[src/hw/rtl/fbpa_pkg.sv]
package fbpa_pkg;

  // Pool geometry; block indices are 8 bits, so the pool holds at most 256 blocks.
  localparam int unsigned MAX_BLOCKS = 256;
  localparam int unsigned IDX_W      = 8;
  localparam int unsigned CNT_W      = 9;
  localparam int unsigned PADDR_W    = 2;
  localparam int unsigned PDATA_W    = 32;

  localparam logic [CNT_W-1:0] MaxBlocksCnt = CNT_W'(MAX_BLOCKS);

  // Byte address of the block count register.
  localparam logic [PADDR_W-1:0] AddrBlockCount = '0;

  typedef enum logic [1:0] {
    ST_OK    = 2'd0,
    ST_EMPTY = 2'd1,
    ST_RANGE = 2'd2,
    ST_FULL  = 2'd3
  } status_e;

  typedef enum logic {
    OP_GET = 1'b0,
    OP_PUT = 1'b1
  } op_e;

  typedef struct packed {
    op_e              op;
    logic [IDX_W-1:0] block_index;
  } req_t;

  typedef struct packed {
    status_e          status;
    logic [IDX_W-1:0] granted_index;
    logic [CNT_W-1:0] free_count;
    logic [CNT_W-1:0] min_free;
    logic             all_recycled;
  } rsp_t;

  // Classified request as it sits in the queue between front and back.
  typedef struct packed {
    logic             is_put;
    logic             in_range;
    logic [IDX_W-1:0] idx;
  } entry_t;

  typedef struct packed {
    logic   valid;
    entry_t entry;
  } queue_t;

endpackage

[src/hw/rtl/fbpa_stream_if.sv]
interface fbpa_stream_if #(
  parameter type T = logic
);
  logic valid;
  logic ready;
  T     data;

  modport source (output valid, output data, input ready);
  modport sink (input valid, input data, output ready);
endinterface

[src/hw/rtl/fbpa_back.sv]
module fbpa_back (
  input  logic                          clk_i,
  input  logic                          rst_ni,
  input  logic [fbpa_pkg::CNT_W-1:0]    bc_i,
  input  logic                          init_i,
  input  fbpa_pkg::queue_t              q_i,
  output logic                          q_pop_o,
  fbpa_stream_if.source                 rsp_o
);
  import fbpa_pkg::*;

  localparam logic StIdle = 1'b0;
  localparam logic StLink = 1'b1;

  logic             state_q, state_d;
  logic [IDX_W-1:0] head_q, head_d;
  logic [CNT_W-1:0] rec_len_q, rec_len_d;
  logic [CNT_W-1:0] fresh_q, fresh_d;
  logic [CNT_W-1:0] free_q, free_d;
  logic [CNT_W-1:0] low_q, low_d;
  logic             out_valid_q, out_valid_d;
  rsp_t             out_q, out_d;

  logic [IDX_W-1:0] link_mem [MAX_BLOCKS];
  logic [IDX_W-1:0] link_rd_q;
  logic             mem_we;
  logic [IDX_W-1:0] mem_waddr;

  logic             out_free;
  logic [CNT_W-1:0] free_dec;
  logic [CNT_W-1:0] low_dec;

  assign out_free    = !out_valid_q || rsp_o.ready;
  assign rsp_o.valid = out_valid_q;
  assign rsp_o.data  = out_q;

  assign free_dec = free_q - CNT_W'(1);
  assign low_dec  = (free_dec < low_q) ? free_dec : low_q;

  always_comb begin
    state_d     = state_q;
    head_d      = head_q;
    rec_len_d   = rec_len_q;
    fresh_d     = fresh_q;
    free_d      = free_q;
    low_d       = low_q;
    out_valid_d = out_valid_q && !rsp_o.ready;
    out_d       = out_q;
    q_pop_o     = 1'b0;
    mem_we      = 1'b0;
    mem_waddr   = q_i.entry.idx;

    if (init_i) begin
      state_d   = StIdle;
      head_d    = '0;
      rec_len_d = '0;
      fresh_d   = '0;
      free_d    = bc_i;
      low_d     = bc_i;
    end else begin
      case (state_q)
        StIdle: begin
          if (q_i.valid && out_free) begin
            q_pop_o       = 1'b1;
            out_d.status  = ST_OK;
            out_d.granted_index = '0;
            out_d.free_count    = free_q;
            out_d.min_free      = low_q;
            out_d.all_recycled  = (free_q >= bc_i);
            if (!q_i.entry.is_put) begin
              if (free_q != '0 && rec_len_q != '0) begin
                // Head link comes back from the memory next cycle.
                state_d = StLink;
              end else if (free_q != '0 && fresh_q < bc_i) begin
                fresh_d             = fresh_q + CNT_W'(1);
                free_d              = free_dec;
                low_d               = low_dec;
                out_d.granted_index = fresh_q[IDX_W-1:0];
                out_d.free_count    = free_dec;
                out_d.min_free      = low_dec;
                out_d.all_recycled  = (free_dec >= bc_i);
                out_valid_d         = 1'b1;
              end else begin
                out_d.status = ST_EMPTY;
                out_valid_d  = 1'b1;
              end
            end else begin
              if (!q_i.entry.in_range) begin
                out_d.status = ST_RANGE;
              end else if (free_q >= bc_i) begin
                out_d.status = ST_FULL;
              end else begin
                mem_we             = 1'b1;
                head_d             = q_i.entry.idx;
                rec_len_d          = rec_len_q + CNT_W'(1);
                free_d             = free_q + CNT_W'(1);
                out_d.free_count   = free_q + CNT_W'(1);
                out_d.all_recycled = ((free_q + CNT_W'(1)) >= bc_i);
              end
              out_valid_d = 1'b1;
            end
          end
        end
        StLink: begin
          // The output slot was free when this get left the queue.
          head_d              = link_rd_q;
          rec_len_d           = rec_len_q - CNT_W'(1);
          free_d              = free_dec;
          low_d               = low_dec;
          out_d.status        = ST_OK;
          out_d.granted_index = head_q;
          out_d.free_count    = free_dec;
          out_d.min_free      = low_dec;
          out_d.all_recycled  = (free_dec >= bc_i);
          out_valid_d         = 1'b1;
          state_d             = StIdle;
        end
        default: begin
          state_d = StIdle;
        end
      endcase
    end
  end

  always_ff @(posedge clk_i or negedge rst_ni) begin
    if (!rst_ni) begin
      state_q     <= StIdle;
      head_q      <= '0;
      rec_len_q   <= '0;
      fresh_q     <= '0;
      free_q      <= MaxBlocksCnt;
      low_q       <= MaxBlocksCnt;
      out_valid_q <= 1'b0;
    end else begin
      state_q     <= state_d;
      head_q      <= head_d;
      rec_len_q   <= rec_len_d;
      fresh_q     <= fresh_d;
      free_q      <= free_d;
      low_q       <= low_d;
      out_valid_q <= out_valid_d;
    end
  end

  always_ff @(posedge clk_i) begin
    out_q <= out_d;
  end

  always_ff @(posedge clk_i) begin
    if (mem_we) begin
      link_mem[mem_waddr] <= head_q;
    end
    link_rd_q <= link_mem[head_q];
  end

endmodule

[src/flat_wrapper.sv]
// flat-port wrapper written by rule: the top's interface ports become plain ports
module fbpa_back_flat import fbpa_pkg::*;
  (clk_i, rst_ni, bc_i, init_i, q_i, q_pop_o, rsp_o_valid, rsp_o_data, rsp_o_ready);
  fbpa_stream_if rsp_o_i ();
  input  logic clk_i;
  input  logic rst_ni;
  input  logic [fbpa_pkg::CNT_W-1:0] bc_i;
  input  logic init_i;
  input  fbpa_pkg::queue_t q_i;
  output logic q_pop_o;
  output wire logic [$bits(rsp_o_i.valid)-1:0] rsp_o_valid;
  output wire logic [$bits(rsp_o_i.data)-1:0] rsp_o_data;
  input wire logic [$bits(rsp_o_i.ready)-1:0] rsp_o_ready;
  assign rsp_o_valid = rsp_o_i.valid;
  assign rsp_o_data = rsp_o_i.data;
  assign rsp_o_i.ready = rsp_o_ready;
  fbpa_back u_core (.clk_i(clk_i), .rst_ni(rst_ni), .bc_i(bc_i), .init_i(init_i), .q_i(q_i), .q_pop_o(q_pop_o), .rsp_o(rsp_o_i));
endmodule
[config.mk]
export PLATFORM = sky130hd
export DESIGN_NAME = fbpa_back_flat
export DESIGN_NICKNAME = d
export VERILOG_FILES = /design/src/hw/rtl/fbpa_pkg.sv /design/src/hw/rtl/fbpa_stream_if.sv /design/src/hw/rtl/fbpa_back.sv /design/src/flat_wrapper.sv
export SDC_FILE = /design/constraint.sdc
export NUM_CORES = 1
export LEC_CHECK = 0
export BUFFER_PORTS_ARGS = -buffer_cell sky130_fd_sc_hd__buf_2
export CAP_MARGIN = 20
export CORE_MARGIN = 3
export CORE_UTILIZATION = 48
export CTS_CLUSTER_DIAMETER = 120
export CTS_CLUSTER_SIZE = 25
export DETAILED_ROUTE_END_ITERATION = 8
export PLACE_DENSITY = 0.67
export SETUP_SLACK_MARGIN = 0.1
export SKIP_LAST_GASP = 1
export SYNTH_ARGS = -nofsm -noshare
export SYNTH_HDL_FRONTEND = slang
export SYNTH_SLANG_ARGS = --single-unit
export TNS_END_PERCENT = 30
[constraint.sdc]
create_clock -name clk_i -period 3.2 [get_ports clk_i]
set_clock_uncertainty 0.2 [all_clocks]
set_input_delay 0.64 -clock clk_i [delete_from_list [all_inputs] [get_ports clk_i]]
set_output_delay 0.64 -clock clk_i [all_outputs]
set_load 0.005 [all_outputs]
### Word level (Yosys, flattened, before mapping)

Cells that the tools add are included.
Widths: inputs -> output; s select.

* register bits: 39
* bits of input ports: 24
* word-level logic and storage cells: 96

* $add $sub $neg: 5
* magnitude comparators: 5
* eq/ne operators: 13
* multiplexer cells: 48
* bitwise gates (word level): 2
* reductions and logical operators: 16

Operators with widths (number)
* $mux 9: 24
* $pmux 9 s2: 3
* $mux 29: 1
* $add 9x1->9 const B: 3
* $ge 9x9->1: 3
* $mux 27: 1
* $lt 9x9->1: 2
* $reduce_bool 9->1: 2
* $sub 9x1->9 const B: 2
* $mux 1: 16
* $ne 3x3->1 const B: 5
* $reduce_and 4->1: 2
* $ne 2x2->1 const B: 3
* $ne 3x2->1 const B: 2
* $pmux 1 s2: 3
* $reduce_and 5->1: 1
* $logic_and 1x1->1: 4
* $ne 4x3->1 const B: 1
* $ne 4x4->1 const B: 1
* $reduce_bool 2->1: 2
* $reduce_and 3->1: 1
* $logic_not 1->1: 2
* $ne 2x1->1 const B: 1
* $not 1->1: 2
* other kinds (2): 2

### Depth between registers and ports, before layout

* depth in word-level cells: 9
* depth in mapped cells: 10
* depth with buffers taken out: 10

### Worst setup path after synthesis

No wires, ideal clock.

* path type: input to register
* start: input port bc_i[6] (netlist bit)
* end: register u_core.free_q[5]
* setup time: 126 ps
* data arrival time: 2718 ps
* data required time: 2874 ps
* setup slack: 156 ps
* stages: 9
* cells stage by stage: inv_1 -> ha_1 -> a211oi_1 -> nor2_1 -> or4_4 -> a211o_1 -> and3_4 -> buf_6 -> a221o_1

* word-level cells in the longest chain between the ends: 7
* elaborated cells between the ends (all ways): 11

RTL lines
* start: declaration: line flat_wrapper.sv:7 `input logic [fbpa_pkg::CNT_W-1:0] bc_i;`
* $ge 9x9->1: line fbpa_back.sv:90 `end else if (free_q >= bc_i) begin`
* $mux 9 (4 in series)
* $pmux 9 s2
* $mux 9
* end signal: assignment: line fbpa_back.sv:131 `free_q <= MaxBlocksCnt;`
* end signal: assignment: line fbpa_back.sv:139 `free_q <= free_d;`
* end: declaration: line fbpa_back.sv:19 `logic [CNT_W-1:0] free_q, free_d;`

Parallel ways exist; a longest one is shown, timed or not. The select of a mux whose other input is x is not followed.
A chain may end at the register's enable or synchronous reset.

### Worst setup path after layout

* start: register u_core.free_q[0]
* end: register u_core.out_q (netlist bit u_core.rsp_o.data), data pin

* word-level cells in the longest chain between the ends: 7
* elaborated cells between the ends (all ways): 15

RTL lines
* $sub 9x1->9 (tied with other cells): line fbpa_back.sv:37 `assign free_dec = free_q - CNT_W'(1);`
* $ge 9x9->1 (tied with other cells): line fbpa_back.sv:81, fbpa_back.sv:114
* $mux 27 or $mux 1 (tied branches): line fbpa_back.sv:74, fbpa_back.sv:90
* $mux 29 or $mux 1 (tied branches): line fbpa_back.sv:71, fbpa_back.sv:88
* $mux 1: line fbpa_back.sv:70 `if (!q_i.entry.is_put) begin`
* $mux 1: line fbpa_back.sv:63 `if (q_i.valid && out_free) begin`
* $pmux 1 s2 (*): line fbpa_back.sv:61 `case (state_q)`
* end signal: assignment: line fbpa_back.sv:146 `out_q <= out_d;`
* end: declaration: line fbpa_back.sv:22 `rsp_t out_q, out_d;`

Every way passes the cells marked *; elsewhere a longest branch is shown, timed or not. The select of a mux whose other input is x is not followed.

==> qor.yml <==
power:
  intPower_mw: 1.146
  max-vdd-ir-drop_mv: 0.3779
  p_clk_share_pct: 16.9
  p_sw_share_pct: 42.25
  combPwrFrac_pct: 54.7
  seqPwrFrac_pct: 28.5
  powerDensity_mw_per_mm2: 597.3
  switchingPower_mw: 0.8387
  p_leak_nw: 1.622
cts:
  cts_made_buffers: 5
  tritoncts: "done"
  root_buffer: "clkbuf_8"
  h-tree-depth: 2
  clock_latency_ns: 0.29
  clock_sinks: 30
  cts_buffer_depth: 2
  clk_pin_slew_ns: 0.08
  cts_hold_buf: 0
layout:
  fillerInstances: 571
  fin_cells: 439
  syn_to_final_growth_pct: 12.02
  antenna_cells: 0
  drive_gt1_share_pct: 16.48
  layout.nets: 433
  fin_util_pct: 55.80
global_routing:
  grt_usage_pct: 21.05
  overflow: 0
  grt_pass1_wl_um: 12230
  grt_max_degree: 30
  antenna_found_initial: 0
  first_global_vias: 2626
hold_path:
  hp-class: "input pin to async pin"
synthesis:
  synth_async_sr_flop_share_pct: 96.67
  synth_edf_count: 1
  syn_avg_cell_area_sq_um: 8.882
  ys_seq_elements: 30
  ys_warn_count: 0
  syn_area_sq_mm: 0.002967
  syn_inst: 334
  synth_top_flop_cell: "dfrtp_1"
  postSynthNetCount: 404
  yosysUniqueCellTypes: 52
  ys_seq_area_share_pct: 25.52
routing:
  top_layer: "met4"
  wl_per_cell_um: 16.33
  drt-initial-drc-count: 124
  final_antenna_net_count: 0
  wl_met1_um: 3357
  met3_length_um: 302
  vias: 2608
  drc_errors: 0
  drtPass1Iterations: 4
  finalWirelength_um: 7170
  via_per_inst: 5.941
  wl_met2_um: 3360
die:
  start_util_pct: 49.81
  pin_count: 27
  dieArea_sq_mm: 0.007160
  die-width_um: 84.62
  die_h_um: 84.62
  num_rows: 28
  core-area_sq_mm: 0.005956
setup_path:
  crit_path_start_kind: "flip-flop"
  cp_max_fo: 3
  path_class: "flip-flop to flip-flop"
  rrSetupSlack_ns: 0.21
  slowest_delay_ns: 0.60
  worstPathArrival_ns: 2.82
  cp_num_buf_inv: 0
  slowest_stage: "or4_1"
  crit_required_ns: 3.03
  crit_family: "compound AO/OA/AOI/OAI gates"
  crit_chain: "or4_1, nor2_1, xor2_1, ha_1, a2111oi_2, o21ai_1, a221oi_2, o22ai_1"
  end_kind: "flip-flop"
sta:
  drv_slew: 0
  hold_viol: 0
  worst_pin_slew_ns: 0.7768
  final-setup-viol-count: 0
  setup_tns_ns: 0
  timing.final.crit_period_ns: 2.987
  max_freq_mhz: 334.8
  timing.final.crit_share_pct: 93.33
  rsz0062_at_grt: "no"
  max-slew-margin-rel_pct: 47.67
run_status:
  status: "completed"
place:
  portBuffers: 18
  dp_cells: 430
  routabilityCongestion: 0.8445
  dp_hpwl_um: 5468
flow_run:
  drv_cap: 0
==> timing repair <==
action	4_1_cts	5_1_grt
setup buffers	0	1
gates resized for setup	0	5
endpoints found under the setup margin	0	1
==> power by group through the flow <==
stage,registers [mW],clock network (mW),logic [mW]
CTS,0.564,0.345,1.06
global route,0.578,0.360,1.23
floorplan,0.549,0,0.787
detailed placement,0.570,0,1.06
finish,0.565,0.335,1.09
global placement,0.568,0,1.02
==> flip-flops by register name, indices dropped and copies added, names as in the netlist <==
| name | count |
|---|---|
| u_core.free_q | 9 |
| u_core.fresh_q | 9 |
| u_core.rec_len_q | 9 |
| u_core.rsp_o.data | 1 |
| u_core.rsp_o.valid | 1 |
| u_core.state_q | 1 |
==> layout make-up <==
type / count / area [sq um] / area share [%]
Clock buffer: 7 / 86.33 / 2.598
Inverter: 22 / 82.58 / 2.485
Tap cell: 75 / 93.84 / 2.824
Timing Repair Buffer: 35 / 217.7 / 6.551
Sequential cell: 30 / 757.0 / 22.78
Multi-Input combinational cell: 269 / 2081 / 62.61
Clock inverter: 1 / 5.005 / 0.1506
==> worst reg2reg max path, stage by stage (launching register included) <==
cell and delay, ns:
dfrtp_1 0.39, or4_1 0.60, nor2_1 0.14, xor2_1 0.22
ha_1 0.30, a2111oi_2 0.37, o21ai_1 0.14, a221oi_2 0.26
o22ai_1 0.11
==> synthesized netlist by cell type, types with 10 or more instances <==
| library cell | instances | area share (%) |
|---|---|---|
| ha_1 | 45 | 19 |
| dfrtp_1 | 28 | 24 |
| nand2_1 | 24 | 3.0 |
| nor2_1 | 24 | 3.0 |
| inv_1 | 22 | 2.8 |
| a21oi_1 | 16 | 2.7 |
| o21ai_0 | 13 | 2.2 |
| a21o_1 | 12 | 3.0 |
| xor2_1 | 12 | 3.5 |
| nand3_1 | 11 | 1.9 |
| mux2i_1 | 10 | 3.4 |
| xnor2_1 | 10 | 3.0 |
==> cell usage in the layout (no fill, tap or decap), types with 3 or more instances in the layout <==
cell type and instances:
o31ai_1 8, o21ai_0 12, inv_1 22, a211oi_1 9, and4_1 4, a21o_1 12, a31oi_1 4, a21oi_1 16
nand3_1 11, o21a_1 3, nand2_1 24, nor2_1 24, clkbuf_8 6, mux2i_1 10, buf_2 18, dfrtp_1 28
xnor2_1 10, and3_1 5, a31o_2 6, xor2_1 12, a221o_1 4, buf_4 17, nand4_1 7, ha_1 44
nor3_1 8, and2_1 4
==> path summary, 6_finish.rpt <==
check                                                      from                         endpoint  cells after the start
worst min register to register  u_core.rec_len_q[6]$_DFFE_PN0P_  u_core.rec_len_q[6]$_DFFE_PN0P_                      2
min in group clk_i              u_core.rec_len_q[6]$_DFFE_PN0P_  u_core.rec_len_q[6]$_DFFE_PN0P_                      2
max in group asynchronous                                rst_ni  u_core.rec_len_q[2]$_DFFE_PN0P_                      1
worst min-delay path                                     rst_ni     u_core.free_q[2]$_DFFE_PN0P_                      1
worst max register to register     u_core.free_q[0]$_DFFE_PN0P_      u_core.rsp_o.data$_DFFE_PP_                      8
worst max-delay path               u_core.free_q[0]$_DFFE_PN0P_      u_core.rsp_o.data$_DFFE_PP_                      8
==> stage by stage <==
step / power [mW] / cell area [sq um] / hold WS [ns] / setup slack [ns]
6_report: 1.985 / 3323 / 0.1985 / 0.2134
5_1_grt: 2.170 / 3323 / 0.2490 / 0.02055
4_1_cts: 1.970 / 3301 / 0.2253 / 0.1766
3_5_place_dp: 1.626 / 3209 / 0.3156 / 0.06967
3_3_place_gp: 1.591 / 3209 / 0.3012 / 0.08792
2_1_floorplan: 1.335 / 2967 / 0.1444 / 0.1560
==> routing by layer <==
layer,global-route usage [%],up-vias
li1,-,1297
met1,27.38,1242
met2,34.95,52
met3,3.925,17
met4,7.338,0
met5,0,-
==> cell families (layout without fill, tap and decap cells) <==
logic type	after synthesis	count (layout)	synth area share (%)
mux	12	12	4.387
xor+xnor	22	22	6.495
buf+inv	35	65	4.850
flops	30	30	25.52
compound gates	88	88	21.59
simple gates	101	101	17.50
fa+ha+maj	46	46	19.65
No activity file was read; power rests on OpenSTA's default activity.
